## config.mk

```make
export PLATFORM = sky130hd
export DESIGN_NAME = line_pixel_rasterizer_unit
export DESIGN_NICKNAME = d
export VERILOG_FILES = /design/src/hw/rtl/lpr_pkg.sv /design/src/hw/rtl/lpr_ctrl.sv /design/src/hw/rtl/lpr_dp.sv /design/src/hw/rtl/line_pixel_rasterizer_unit.sv
export VERILOG_INCLUDE_DIRS = /design/src /design/src/hw/rtl
export SDC_FILE = /design/constraint.sdc
export NUM_CORES = 1
export LEC_CHECK = 0
export BUFFER_PORTS_ARGS = -buffer_cell sky130_fd_sc_hd__buf_2
export CAP_MARGIN = 30
export CORE_MARGIN = 1.5
export CORE_UTILIZATION = 55
export DETAILED_ROUTE_END_ITERATION = 8
export PLACE_DENSITY = 0.8
export SYNTH_ARGS = -nofsm -noshare
export SYNTH_HDL_FRONTEND = slang
export SYNTH_SLANG_ARGS = --single-unit
```

## constraint.sdc

```tcl
create_clock -name clk -period 5.17 [get_ports clk]
set_input_delay 0.7755 -clock clk [delete_from_list [all_inputs] [get_ports clk]]
set_output_delay 0.7755 -clock clk [all_outputs]
set_load 0.03 [all_outputs]
```

## src/hw/rtl/assert_macros.svh

```systemverilog
// Assertion helper macros shared by the rasterizer RTL.
// Depends on nothing; included by modules that carry assertions.
`ifndef ASSERT_MACROS_SVH
`define ASSERT_MACROS_SVH
`ifndef SYNTHESIS
// Property checked at every rising edge, masked while reset is asserted.
`define ASSERT_CLK(label, clk_s, rstn_s, prop, msg) \
  label: assert property (@(posedge clk_s) disable iff (!rstn_s) (prop)) else $error(msg);
// Property checked at every rising edge, including during reset.
`define ASSERT_ALWAYS(label, clk_s, prop, msg) \
  label: assert property (@(posedge clk_s) (prop)) else $error(msg);
`else
`define ASSERT_CLK(label, clk_s, rstn_s, prop, msg)
`define ASSERT_ALWAYS(label, clk_s, prop, msg)
`endif
`endif

```

## src/hw/rtl/lpr_pkg.sv

```systemverilog
// Package for the line pixel rasterizer: widths, canvas limits, FSM state
// and the command/status structs between controller and datapath. No dependencies.
`timescale 1ns / 1ps

package lpr_pkg;

  localparam int COORD_W    = 6;
  localparam int COLOUR_W   = 8;
  localparam int IN_DATA_W  = 4 * COORD_W + COLOUR_W;                      // 32
  localparam int OUT_BITS   = 2 * COORD_W + COLOUR_W;                      // 20
  localparam int OUT_DATA_W = ((OUT_BITS + 7) / 8) * 8;                    // 24
  // error term spans about +/- 2*(CANVAS_SIDE-1); one spare bit
  localparam int ERR_W      = COORD_W + 3;

  localparam int CANVAS_SIDE = 64;
  localparam logic [COORD_W-1:0] MAX_COORD = COORD_W'(CANVAS_SIDE - 1);

  typedef enum logic {
    ST_IDLE,
    ST_RUN
  } lpr_state_t;

  // controller -> datapath
  typedef struct packed {
    logic load;   // capture a new line command
    logic emit;   // push current pixel into the output register and advance
  } lpr_cmd_t;

  // datapath -> controller
  typedef struct packed {
    logic at_end;     // current pixel is the end point
    logic out_stall;  // output register full and not taken this cycle
  } lpr_status_t;

endpackage

```

## src/hw/rtl/lpr_ctrl.sv

```systemverilog
// Controller FSM for the line pixel rasterizer.
// Depends on lpr_pkg and assert_macros.svh.
`timescale 1ns / 1ps
`include "assert_macros.svh"

module lpr_ctrl (
  input  logic               clk,
  input  logic               rst_n,
  input  logic               in_tvalid,
  output logic               in_tready,
  input  lpr_pkg::lpr_status_t st,
  output lpr_pkg::lpr_cmd_t    cmd
);

  lpr_pkg::lpr_state_t state_r, state_nxt;

  // state register
  always_ff @(posedge clk) begin
    if (!rst_n) begin
      state_r <= lpr_pkg::ST_IDLE;
    end else begin
      state_r <= state_nxt;
    end
  end

  // next state and commands
  always_comb begin
    state_nxt = state_r;
    in_tready = 1'b0;
    cmd       = '0;
    unique case (state_r)
      lpr_pkg::ST_IDLE: begin
        in_tready = 1'b1;
        if (in_tvalid) begin
          cmd.load  = 1'b1;
          state_nxt = lpr_pkg::ST_RUN;
        end
      end
      lpr_pkg::ST_RUN: begin
        if (!st.out_stall) begin
          cmd.emit = 1'b1;
          if (st.at_end) begin
            state_nxt = lpr_pkg::ST_IDLE;
          end
        end
      end
      default: begin
        state_nxt = lpr_pkg::ST_IDLE;
      end
    endcase
  end

  `ASSERT_CLK(a_end_returns_idle, clk, rst_n,
    (cmd.emit && st.at_end) |=> (state_r == lpr_pkg::ST_IDLE),
    "controller did not return to idle after the end pixel")
  `ASSERT_CLK(a_no_load_and_emit, clk, rst_n, !(cmd.load && cmd.emit),
    "load and emit issued in the same cycle")
  `ASSERT_CLK(a_run_holds_on_stall, clk, rst_n,
    (state_r == lpr_pkg::ST_RUN && st.out_stall) |=> (state_r == lpr_pkg::ST_RUN),
    "controller left the run state while the output was stalled")

endmodule

```

## src/hw/rtl/lpr_dp.sv

```systemverilog
// Datapath for the line pixel rasterizer: endpoint clamp, Bresenham error
// stepping and the output register. Depends on lpr_pkg and assert_macros.svh.
`timescale 1ns / 1ps
`include "assert_macros.svh"

module lpr_dp (
  input  logic                                clk,
  input  logic                                rst_n,
  input  logic [lpr_pkg::IN_DATA_W-1:0]       in_tdata,
  input  lpr_pkg::lpr_cmd_t                   cmd,
  output lpr_pkg::lpr_status_t                st,
  output logic                                out_tvalid,
  input  logic                                out_tready,
  output logic [lpr_pkg::OUT_DATA_W-1:0]      out_tdata,
  output logic                                out_tlast
);

  localparam int CW = lpr_pkg::COORD_W;
  localparam int EW = lpr_pkg::ERR_W;

  // unpacked command fields, clamped to the canvas
  logic [CW-1:0] sx_in, sy_in, ex_in, ey_in;
  logic [lpr_pkg::COLOUR_W-1:0] colour_in;

  always_comb begin
    sx_in = in_tdata[CW-1:0];
    sy_in = in_tdata[2*CW-1:CW];
    ex_in = in_tdata[3*CW-1:2*CW];
    ey_in = in_tdata[4*CW-1:3*CW];
    colour_in = in_tdata[4*CW +: lpr_pkg::COLOUR_W];
    if (sx_in > lpr_pkg::MAX_COORD) sx_in = lpr_pkg::MAX_COORD;
    if (sy_in > lpr_pkg::MAX_COORD) sy_in = lpr_pkg::MAX_COORD;
    if (ex_in > lpr_pkg::MAX_COORD) ex_in = lpr_pkg::MAX_COORD;
    if (ey_in > lpr_pkg::MAX_COORD) ey_in = lpr_pkg::MAX_COORD;
  end

  // walk state
  logic [CW-1:0] x_r, y_r, xe_r, ye_r, dx_r, dy_r;
  logic          sxn_r, syn_r;   // step negative
  logic signed [EW-1:0] err_r, err_nxt;
  logic [lpr_pkg::COLOUR_W-1:0] colour_r;

  // output register
  logic          out_valid_r;
  logic [CW-1:0] out_x_r, out_y_r;
  logic [lpr_pkg::COLOUR_W-1:0] out_colour_r;
  logic          out_last_r;

  // load-time deltas
  logic [CW-1:0] dx_ld, dy_ld;
  logic signed [EW-1:0] err_ld;

  always_comb begin
    dx_ld  = (ex_in > sx_in) ? (ex_in - sx_in) : (sx_in - ex_in);
    dy_ld  = (ey_in > sy_in) ? (ey_in - sy_in) : (sy_in - ey_in);
    err_ld = $signed({{(EW-CW){1'b0}}, dx_ld}) - $signed({{(EW-CW){1'b0}}, dy_ld});
  end

  // error tests on e2 = 2*err
  logic signed [EW:0]   e2, pdx, ndy;
  logic signed [EW-1:0] dx_e, dy_e;
  logic                 step_x, step_y;

  always_comb begin
    dx_e    = $signed({{(EW-CW){1'b0}}, dx_r});
    dy_e    = $signed({{(EW-CW){1'b0}}, dy_r});
    e2      = {err_r, 1'b0};
    pdx     = $signed({{(EW+1-CW){1'b0}}, dx_r});
    ndy     = -$signed({{(EW+1-CW){1'b0}}, dy_r});
    step_x  = e2 > ndy;
    step_y  = e2 < pdx;
    err_nxt = err_r - (step_x ? dy_e : '0) + (step_y ? dx_e : '0);
  end

  always_comb begin
    st.at_end    = (x_r == xe_r) && (y_r == ye_r);
    st.out_stall = out_valid_r && !out_tready;
  end

  // walk registers
  always_ff @(posedge clk) begin
    if (cmd.load) begin
      x_r      <= sx_in;
      y_r      <= sy_in;
      xe_r     <= ex_in;
      ye_r     <= ey_in;
      dx_r     <= dx_ld;
      dy_r     <= dy_ld;
      sxn_r    <= !(sx_in < ex_in);
      syn_r    <= !(sy_in < ey_in);
      err_r    <= err_ld;
      colour_r <= colour_in;
    end else if (cmd.emit && !st.at_end) begin
      err_r <= err_nxt;
      if (step_x) x_r <= sxn_r ? (x_r - 1'b1) : (x_r + 1'b1);
      if (step_y) y_r <= syn_r ? (y_r - 1'b1) : (y_r + 1'b1);
    end
  end

  // output beat valid
  always_ff @(posedge clk) begin
    if (!rst_n) begin
      out_valid_r <= 1'b0;
    end else if (cmd.emit) begin
      out_valid_r <= 1'b1;
    end else if (out_tready) begin
      out_valid_r <= 1'b0;
    end
  end

  // output beat payload
  always_ff @(posedge clk) begin
    if (cmd.emit) begin
      out_x_r      <= x_r;
      out_y_r      <= y_r;
      out_colour_r <= colour_r;
      out_last_r   <= st.at_end;
    end
  end

  assign out_tvalid = out_valid_r;
  assign out_tlast  = out_last_r;
  assign out_tdata  = {{(lpr_pkg::OUT_DATA_W - lpr_pkg::OUT_BITS){1'b0}},
                       out_colour_r, out_y_r, out_x_r};

  `ASSERT_CLK(a_emit_into_free_reg, clk, rst_n,
    cmd.emit |-> !(out_valid_r && !out_tready),
    "pixel overwrote an output beat that was not taken")
  `ASSERT_CLK(a_out_on_canvas, clk, rst_n,
    out_valid_r |-> (out_x_r <= lpr_pkg::MAX_COORD && out_y_r <= lpr_pkg::MAX_COORD),
    "emitted pixel lies off the canvas")

endmodule

```

## src/hw/rtl/line_pixel_rasterizer_unit.sv

```systemverilog
// Line pixel rasterizer: integer Bresenham line walker, top level.
// Depends on lpr_pkg, lpr_ctrl and lpr_dp.
`timescale 1ns / 1ps

// Usage:
//   in_*  : one beat is one line command. in_tdata holds, from bit 0 up,
//           start_x, start_y, end_x, end_y (6 bits each) and colour_in (8).
//   out_* : one beat per pixel. out_tdata holds pixel_x, pixel_y (6 bits
//           each) and colour_out (8), zero padded to 24 bits; out_tlast
//           marks the end point of the line.
//   A command yields max(|dx|,|dy|)+1 beats, 1 to 64. Coordinates above
//   the canvas edge are clamped to it.
// Timing:
//   The command beat is taken in idle; the first pixel is registered into
//   the output register from the run state that follows. Pixels then follow
//   one per cycle while out_tready stays high, set by the single error-update
//   step in the datapath. The next command is taken in the cycle after the
//   end pixel is registered, even while that pixel still waits on out_tready.
// Reset (rst_n low, synchronous): returns to idle, drops out_tvalid.
// Stall: with out_tready low the output beat holds and the line walk
//   pauses; no pixel is lost or repeated.
module line_pixel_rasterizer_unit (
  input  logic                           clk,
  input  logic                           rst_n,
  // start_x[5:0], start_y[11:6], end_x[17:12], end_y[23:18], colour_in[31:24]
  input  logic [lpr_pkg::IN_DATA_W-1:0]  in_tdata,
  input  logic                           in_tvalid,
  output logic                           in_tready,
  // pixel_x[5:0], pixel_y[11:6], colour_out[19:12], zero [23:20]
  output logic [lpr_pkg::OUT_DATA_W-1:0] out_tdata,
  output logic                           out_tvalid,
  input  logic                           out_tready,
  output logic                           out_tlast
);

  lpr_pkg::lpr_cmd_t    cmd;
  lpr_pkg::lpr_status_t st;

  lpr_ctrl u_ctrl (
    .clk       (clk),
    .rst_n     (rst_n),
    .in_tvalid (in_tvalid),
    .in_tready (in_tready),
    .st        (st),
    .cmd       (cmd)
  );

  lpr_dp u_dp (
    .clk        (clk),
    .rst_n      (rst_n),
    .in_tdata   (in_tdata),
    .cmd        (cmd),
    .st         (st),
    .out_tvalid (out_tvalid),
    .out_tready (out_tready),
    .out_tdata  (out_tdata),
    .out_tlast  (out_tlast)
  );

endmodule
```

Yosys cells after proc, flatten, opt, wreduce, memory -nomap -nowiden:

Index checks and enable logic that the tools add are counted.

* $lt $le $gt $ge: 10
* reduce and logical (&&, ||, !) cells: 13
* bitwise gates (word level): 1
* add/subtract/negate cells: 12
* mux-type cells: 28
* equal/unequal tests: 2

Operators with widths (count)
* 6-bit 2-to-1 mux: 16
* 6-bit > comparator (second input constant): 4
* 6-bit subtractor: 4
* 9-bit 2-to-1 mux: 2
* 6-bit by 1-bit adder with 6-bit output (second input constant): 2
* 6-bit equality test: 2
* 6-bit > comparator: 2
* 6-bit < comparator: 2
* 6-bit by 1-bit subtractor with 6-bit output (second input constant): 2
* 10-bit > comparator: 1
* 10-bit by 7-bit < comparator with 1-bit output: 1
* 6-bit negator with 10-bit output: 1
* 9-bit adder: 1
* 1-bit 2-to-1 mux: 9
* 9-bit subtractor: 1
* 2-bit nonzero test: 4
* 6-bit by 6-bit subtractor with 7-bit output: 1
* 1-bit zero test: 4
* 2-bit AND reduction: 2
* 1-bit logical AND: 3
* 1-bit case mux with 2 select lines: 1
* 1-bit NOT: 1

* bits in registers: 78
* word-level logic and storage cells: 82
* output and inout bits: 27
* bits of input ports: 36

Logic depth before layout (Yosys ltp):

* depth after elaboration: 7
* depth in mapped cells: 20
* depth with buffers taken out: 20

Modules after synthesis:

A second synthesis with hierarchy kept.

* cells, all modules: 533
* area, all modules: 5609.1 sq um

Modules (own cells, without submodules)
* lpr_dp: instances 1, cells each 527, sequential area each 2302.2 sq um, area an instance 5549.1 sq um
* lpr_ctrl: instances 1, cells each 6, sequential area each 20.0 sq um, area an instance 60.1 sq um

Worst setup path before layout:

No wires, ideal clock.

* path kind: register -> register
* from: register u_dp.dy_r[0]
* to: register u_dp.err_r[7] (data pin)
* data required time: 4.901 ns
* stages on the path, launching flop included: 21
* clock period less this slack: 4.041 ns
* path slack: 1.129 ns
* arrival time: 3.772 ns
* cells stage by stage: edfxtp_1 -> inv_1 -> ha_1 -> nand2b_1 -> nor2_1 -> xor2_1 -> ha_1 -> o21ai_0 -> o221ai_1 -> a21oi_1 -> nor3_1 -> and2_1 -> fa_1 -> inv_1 -> ha_1 -> o21ai_0 -> o21bai_1 -> a31o_2 -> a21oi_1 -> xnor2_1 -> o21ai_0

* longest elaborated chain between the ends: 7

RTL lines
* start, declared: RTL line lpr_dp.sv:38 `logic [CW-1:0] x_r, y_r, xe_r, ye_r, dx_r, dy_r;`
* start signal, assigned: RTL line lpr_dp.sv:88 `dy_r <= dy_ld;`
* 6-bit negator with 10-bit output: RTL line lpr_dp.sv:69 `ndy = -$signed({{(EW+1-CW){1'b0}}, dy_r});`
* 10-bit > comparator: RTL line lpr_dp.sv:70 `step_x = e2 > ndy;`
* 6-bit 2-to-1 mux (*): RTL line lpr_dp.sv:72 `err_nxt = err_r - (step_x ? dy_e : '0) + (step_y ? dx_e : '0);`
* 9-bit subtractor (*): RTL line lpr_dp.sv:72
* 9-bit adder (*): RTL line lpr_dp.sv:72
* 9-bit 2-to-1 mux (*): RTL line lpr_dp.sv:93 `end else if (cmd.emit && !st.at_end) begin`
* 9-bit 2-to-1 mux (*): RTL line lpr_dp.sv:82 `if (cmd.load) begin`
* end signal, assigned: RTL line lpr_dp.sv:91 `err_r <= err_ld;`
* end signal, assigned: RTL line lpr_dp.sv:94 `err_r <= err_nxt;`
* end, declared: RTL line lpr_dp.sv:40 `logic signed [EW-1:0] err_r, err_nxt;`

Every way passes the cells marked *; elsewhere a longest branch is shown, timed or not. The select of a mux whose other input is x is not followed.
A chain may end at the register's enable or synchronous reset.

Worst setup path after layout:

Same ends and word-level chain as after synthesis.

==> impl_summary.txt <==
----------------------------------------------------
[STA]
  Least-Margin Pin Slew ... 0.989 ns
  Fin Hold WS ... 0.423 ns
  Largest clock skew in the final design ... 0.0148 ns
  Final TNS setup ... 0 ns
  Part of the cycle the worst path needs ... 0.922
  Hold violation total from the final report ... 0
  Setup repair after global routing missed its margin ... no
  Final setup fails ... 0
  Pins over their slew limit ... 0
  Fmax ... about 210 MHz
  Min Clock Period, post-route ... roughly 4.8 ns
  PnR worst setup slack ... 0.405 ns
  Worst slew margin relative to its limit ... 0.340

[Worst setup path]
  Max incr delay on CP ... ~0.44 ns
  Required time of the critical path ... about 5.3 ns
  Endpoint type of the worst setup path ... flop
  Sort of element at the start of the critical path ... flop
  Delay-heaviest family, CP ... simple AND/OR/NAND/NOR gates
  R2r startpoint ... u_dp.dy_r[0]
  Slowest stage cell, crit path ... edfxtp_1
  Cell Chain, Critical Path ... nor3_1 -> nand2_1 -> xnor2_1 -> ha_1 -> nand4_1 -> o221ai_1 -> a21oi_1 -> nor3_1 -> and2_1 -> fa_1 -> inv_1 -> ha_1 -> o21ai_0 -> o21bai_1 -> a31o_2 -> a21oi_1 -> xnor2_1 -> o21ai_0
  Data arrival time of the critical path ... around 4.9 ns
  Crit-path max FO ... 5
  Worst path bufs/invs ... 1
  Kind of critical path ... reg2reg
  CP startpoint ... u_dp.dy_r[0]

[Clock tree]
  Sink count of the clock tree ... between 70 and 80
  Count of H-tree levels built during CTS ... 3
  Buffers inserted during post-CTS setup optimization ... 0
  Resized cells post-CTS ... 0
  Clock tree from TritonCTS ... built
  CTS Root Cell ... clkbuf_8
  Clock edge transition at the registers on the reported setup and hold paths ... 0.09 ns
  # hold bufs at CTS ... 0
  Latest clock arrival within the worst-skew pair ... between 0.3 and 0.4 ns
  Number of buffers inserted during clock tree synthesis ... 9
  Deepest clock path buffer count ... 2

[Cells and area]
  Final net count ... approximately 660
  Most common library cell in the layout ignoring fill and taps ... inv_1
  Layout filler cell count ... about 760
  Layout cell share with drive strength beyond 1 ... 0.155
  Area used by sequential logic in the layout ... around 2300 µm²
  Flip-flop count of the largest register, all copies and words added ... 9
  Largest reg by FF count ... u_dp.err_r
  Number of standard cells in the final layout excluding fillers ... slightly below 700
  Share of the core filled with cells ... 0.632
  Commonest cells after routing, fill and taps aside ... 77 x inv_1, 76 x edfxtp_1, 62 x ha_1
  Area Growth Syn to Fin ... 10.0%
  Largest registers ... u_dp.err_r: 9 flops, u_dp.colour_r: 8 flops, u_dp.out_colour_r: 8 flops
  Antenna Cells ... 0
  Area occupied by multi-input gates ... 2630 µm²

[Yosys]
  Main combinational cell family by area after synthesis ... adder cells
  Number of distinct library cells after synthesis ... 46
  Prevailing post-synth register cell ... edfxtp_1
  Post-synthesis xor/xnor area fraction ... 0.0765
  Per-instance average area after synthesis ... about 11 µm²
  Post-synth EDFFs ... 76
  Share of the synthesized area in compound gates (AO/OA/AOI/OAI) ... 0.122
  Register bit count reported by yosys ... just under 80
  Area share of fa/ha/maj cells after synthesis ... 0.193
  Warning count from the yosys run ... 0
  Simple-Gate Fraction of Synth Area ... 0.0758
  Share of synthesized area spent on multiplexers ... 0.0188
  Seq/Total Area, Yosys ... 0.432
  Proportion of synthesized flip-flops having asynchronous set or reset ... 0
  Area of the mapped netlist ... 5380 µm²
  Post-synthesis instance total ... 504

[Placement]
  Placed cell count ... roughly 660
  Port-buffer cells ... 58
  Weighted congestion reported at the end of routability-driven placement ... 0.978
  Placement Setup Slack ... 0.617 ns
  Placed wire-length estimate after detailed placement ... 8.85 mm

[Hold path]
  Hold path startpoint ... u_dp.colour_r[1]
  Path class of the lowest-slack min-delay path ... reg2reg

[Global route]
  Initial antenna violation count ... 0
  Largest net degree at the start of global routing ... 26
  Via count of the first global-routing pass ... 3655
  First-pass GRT wire length ... 17.4 mm
  Busiest grt layer ... met2
  GR Util All Layers ... 0.224
  Met2 Usage GRT ... 0.363
  Remaining global-route overflow ... 0
  Met3 Use GR ... 0.0369
  GR met1 Demand/Resource ... 0.300

[Floorplanning]
  Initial Util ... 0.574
  Ports ... 63
  Die ar. ... 10400 µm²
  Std cell rows ... 35
  Chip Height ... 102 µm
  Die extent in x ... slightly above 100 µm
  Floorplan core area ... 9370 µm²

[Power]
  Share of total power in sequential cells ... 0.320
  P_leak ... 2.70 nW
  Peak supply drop ... 0.000290 V
  Internal power of the cells ... 1.82 mW
  Switching power summed over all nets ... between 1 and 1.5 mW
  Part of the total power dissipated in the clock network ... 0.153
  Proportion of total power due to net switching ... 0.410
  Share of total power in combinational logic ... 0.527
  PwrDens ... between 500 and 600 nW/µm²

[Detailed routing]
  Routed WL ... 11.1 mm
  First-pass iteration count of the detailed router ... 5
  Detail-routed net length per standard cell ... 16.4 µm
  Initial DRC count ... 203
  Count of unresolved DRC violations after routing ... 0
  Via count normalized by instance count ... 5.49
  Antenna violation net count after detailed routing ... 0
  Via count of the routed design ... approximately 3700

[Flow run]
  Number of max-capacitance violations reported ... 0

[Status]
  Outcome ... finished, final reports clean

----------------------------------------------------
-- Yosys cell counts (3+ instances only) --
master    number  area (µm²)
inv_1         78         293
edfxtp_1      76        2280
ha_1          62         776
xnor2_1       33         289
a21oi_1       32         160
clkbuf_1      28         105
nand2_1       23        86.3
nor2_1        19        71.3
a21o_1        17         128
o21ai_0       16        80.1
xor2_1        14         123
fa_1          13         260
mux2i_1        9        90.1
and2_1         8        50.1
o21bai_1       7        52.6
nand3_1        6        30.0
nand4_1        6        37.5
a211oi_1       5        37.5
nor3_1         5        25.0
a221oi_1       4        35.0
buf_4          4        30.0
nor4_1         4        25.0
nand2b_1       3        18.8
nor2b_1        3        18.8
-- routing by layer --
metal / wire (µm) / vias to the layer above
met5: 0 / -
met4: 285 / 0
met3: 693 / 26
met2: 5310 / 136
met1: 4830 / 1776
li1: - / 1790
-- per-stage QoR --
step | power [mW] | cell area, µm²
3_3_place_gp | 2.52 | 5720
2_1_floorplan | 2.22 | 5390
6_report | 3.09 | 5920
4_1_cts | 3.08 | 5920
5_1_grt | 3.33 | 5920
3_5_place_dp | 2.60 | 5720
-- logic make-up after synthesis --
family                   Yosys count
AO/OA/AOI/OAI                     98
adder cells (fa/ha/maj)           75
other                              1
AND/OR/NAND/NOR                   83
multiplexers                      10
flip-flops                        78
buffers and inverters            112
XOR/XNOR                          47
-- worst paths after layout --
kind,to,slack (ns),cells after the start
worst min-delay path,u_dp.out_colour_r[1],0.42,0
worst max register to register,u_dp.err_r[7],0.40,18
worst max-delay path,u_dp.err_r[7],0.40,18
worst min register to register,u_dp.out_colour_r[1],0.42,0
-- power groups by stage --
stage                     logic (mW)  registers (mW)  clock network (mW)
final                           1.63           0.991               0.473
after global routing            1.83            1.00               0.502
after CTS                       1.62           0.986               0.476
after detailed placement        1.60            1.00                   0
after global placement          1.52           0.993                   0
after floorplan                 1.23           0.993                   0
-- final cells by class --
cell class	count	area share
multi-input cells	317	0.444
clock buffers	9	0.0209
well taps	129	0.0273
repair buffers	61	0.0528
inverters	78	0.0495
flip-flops and latches	78	0.392
clock inverters	7	0.0135
No activity file was read; power rests on OpenSTA's default activity.
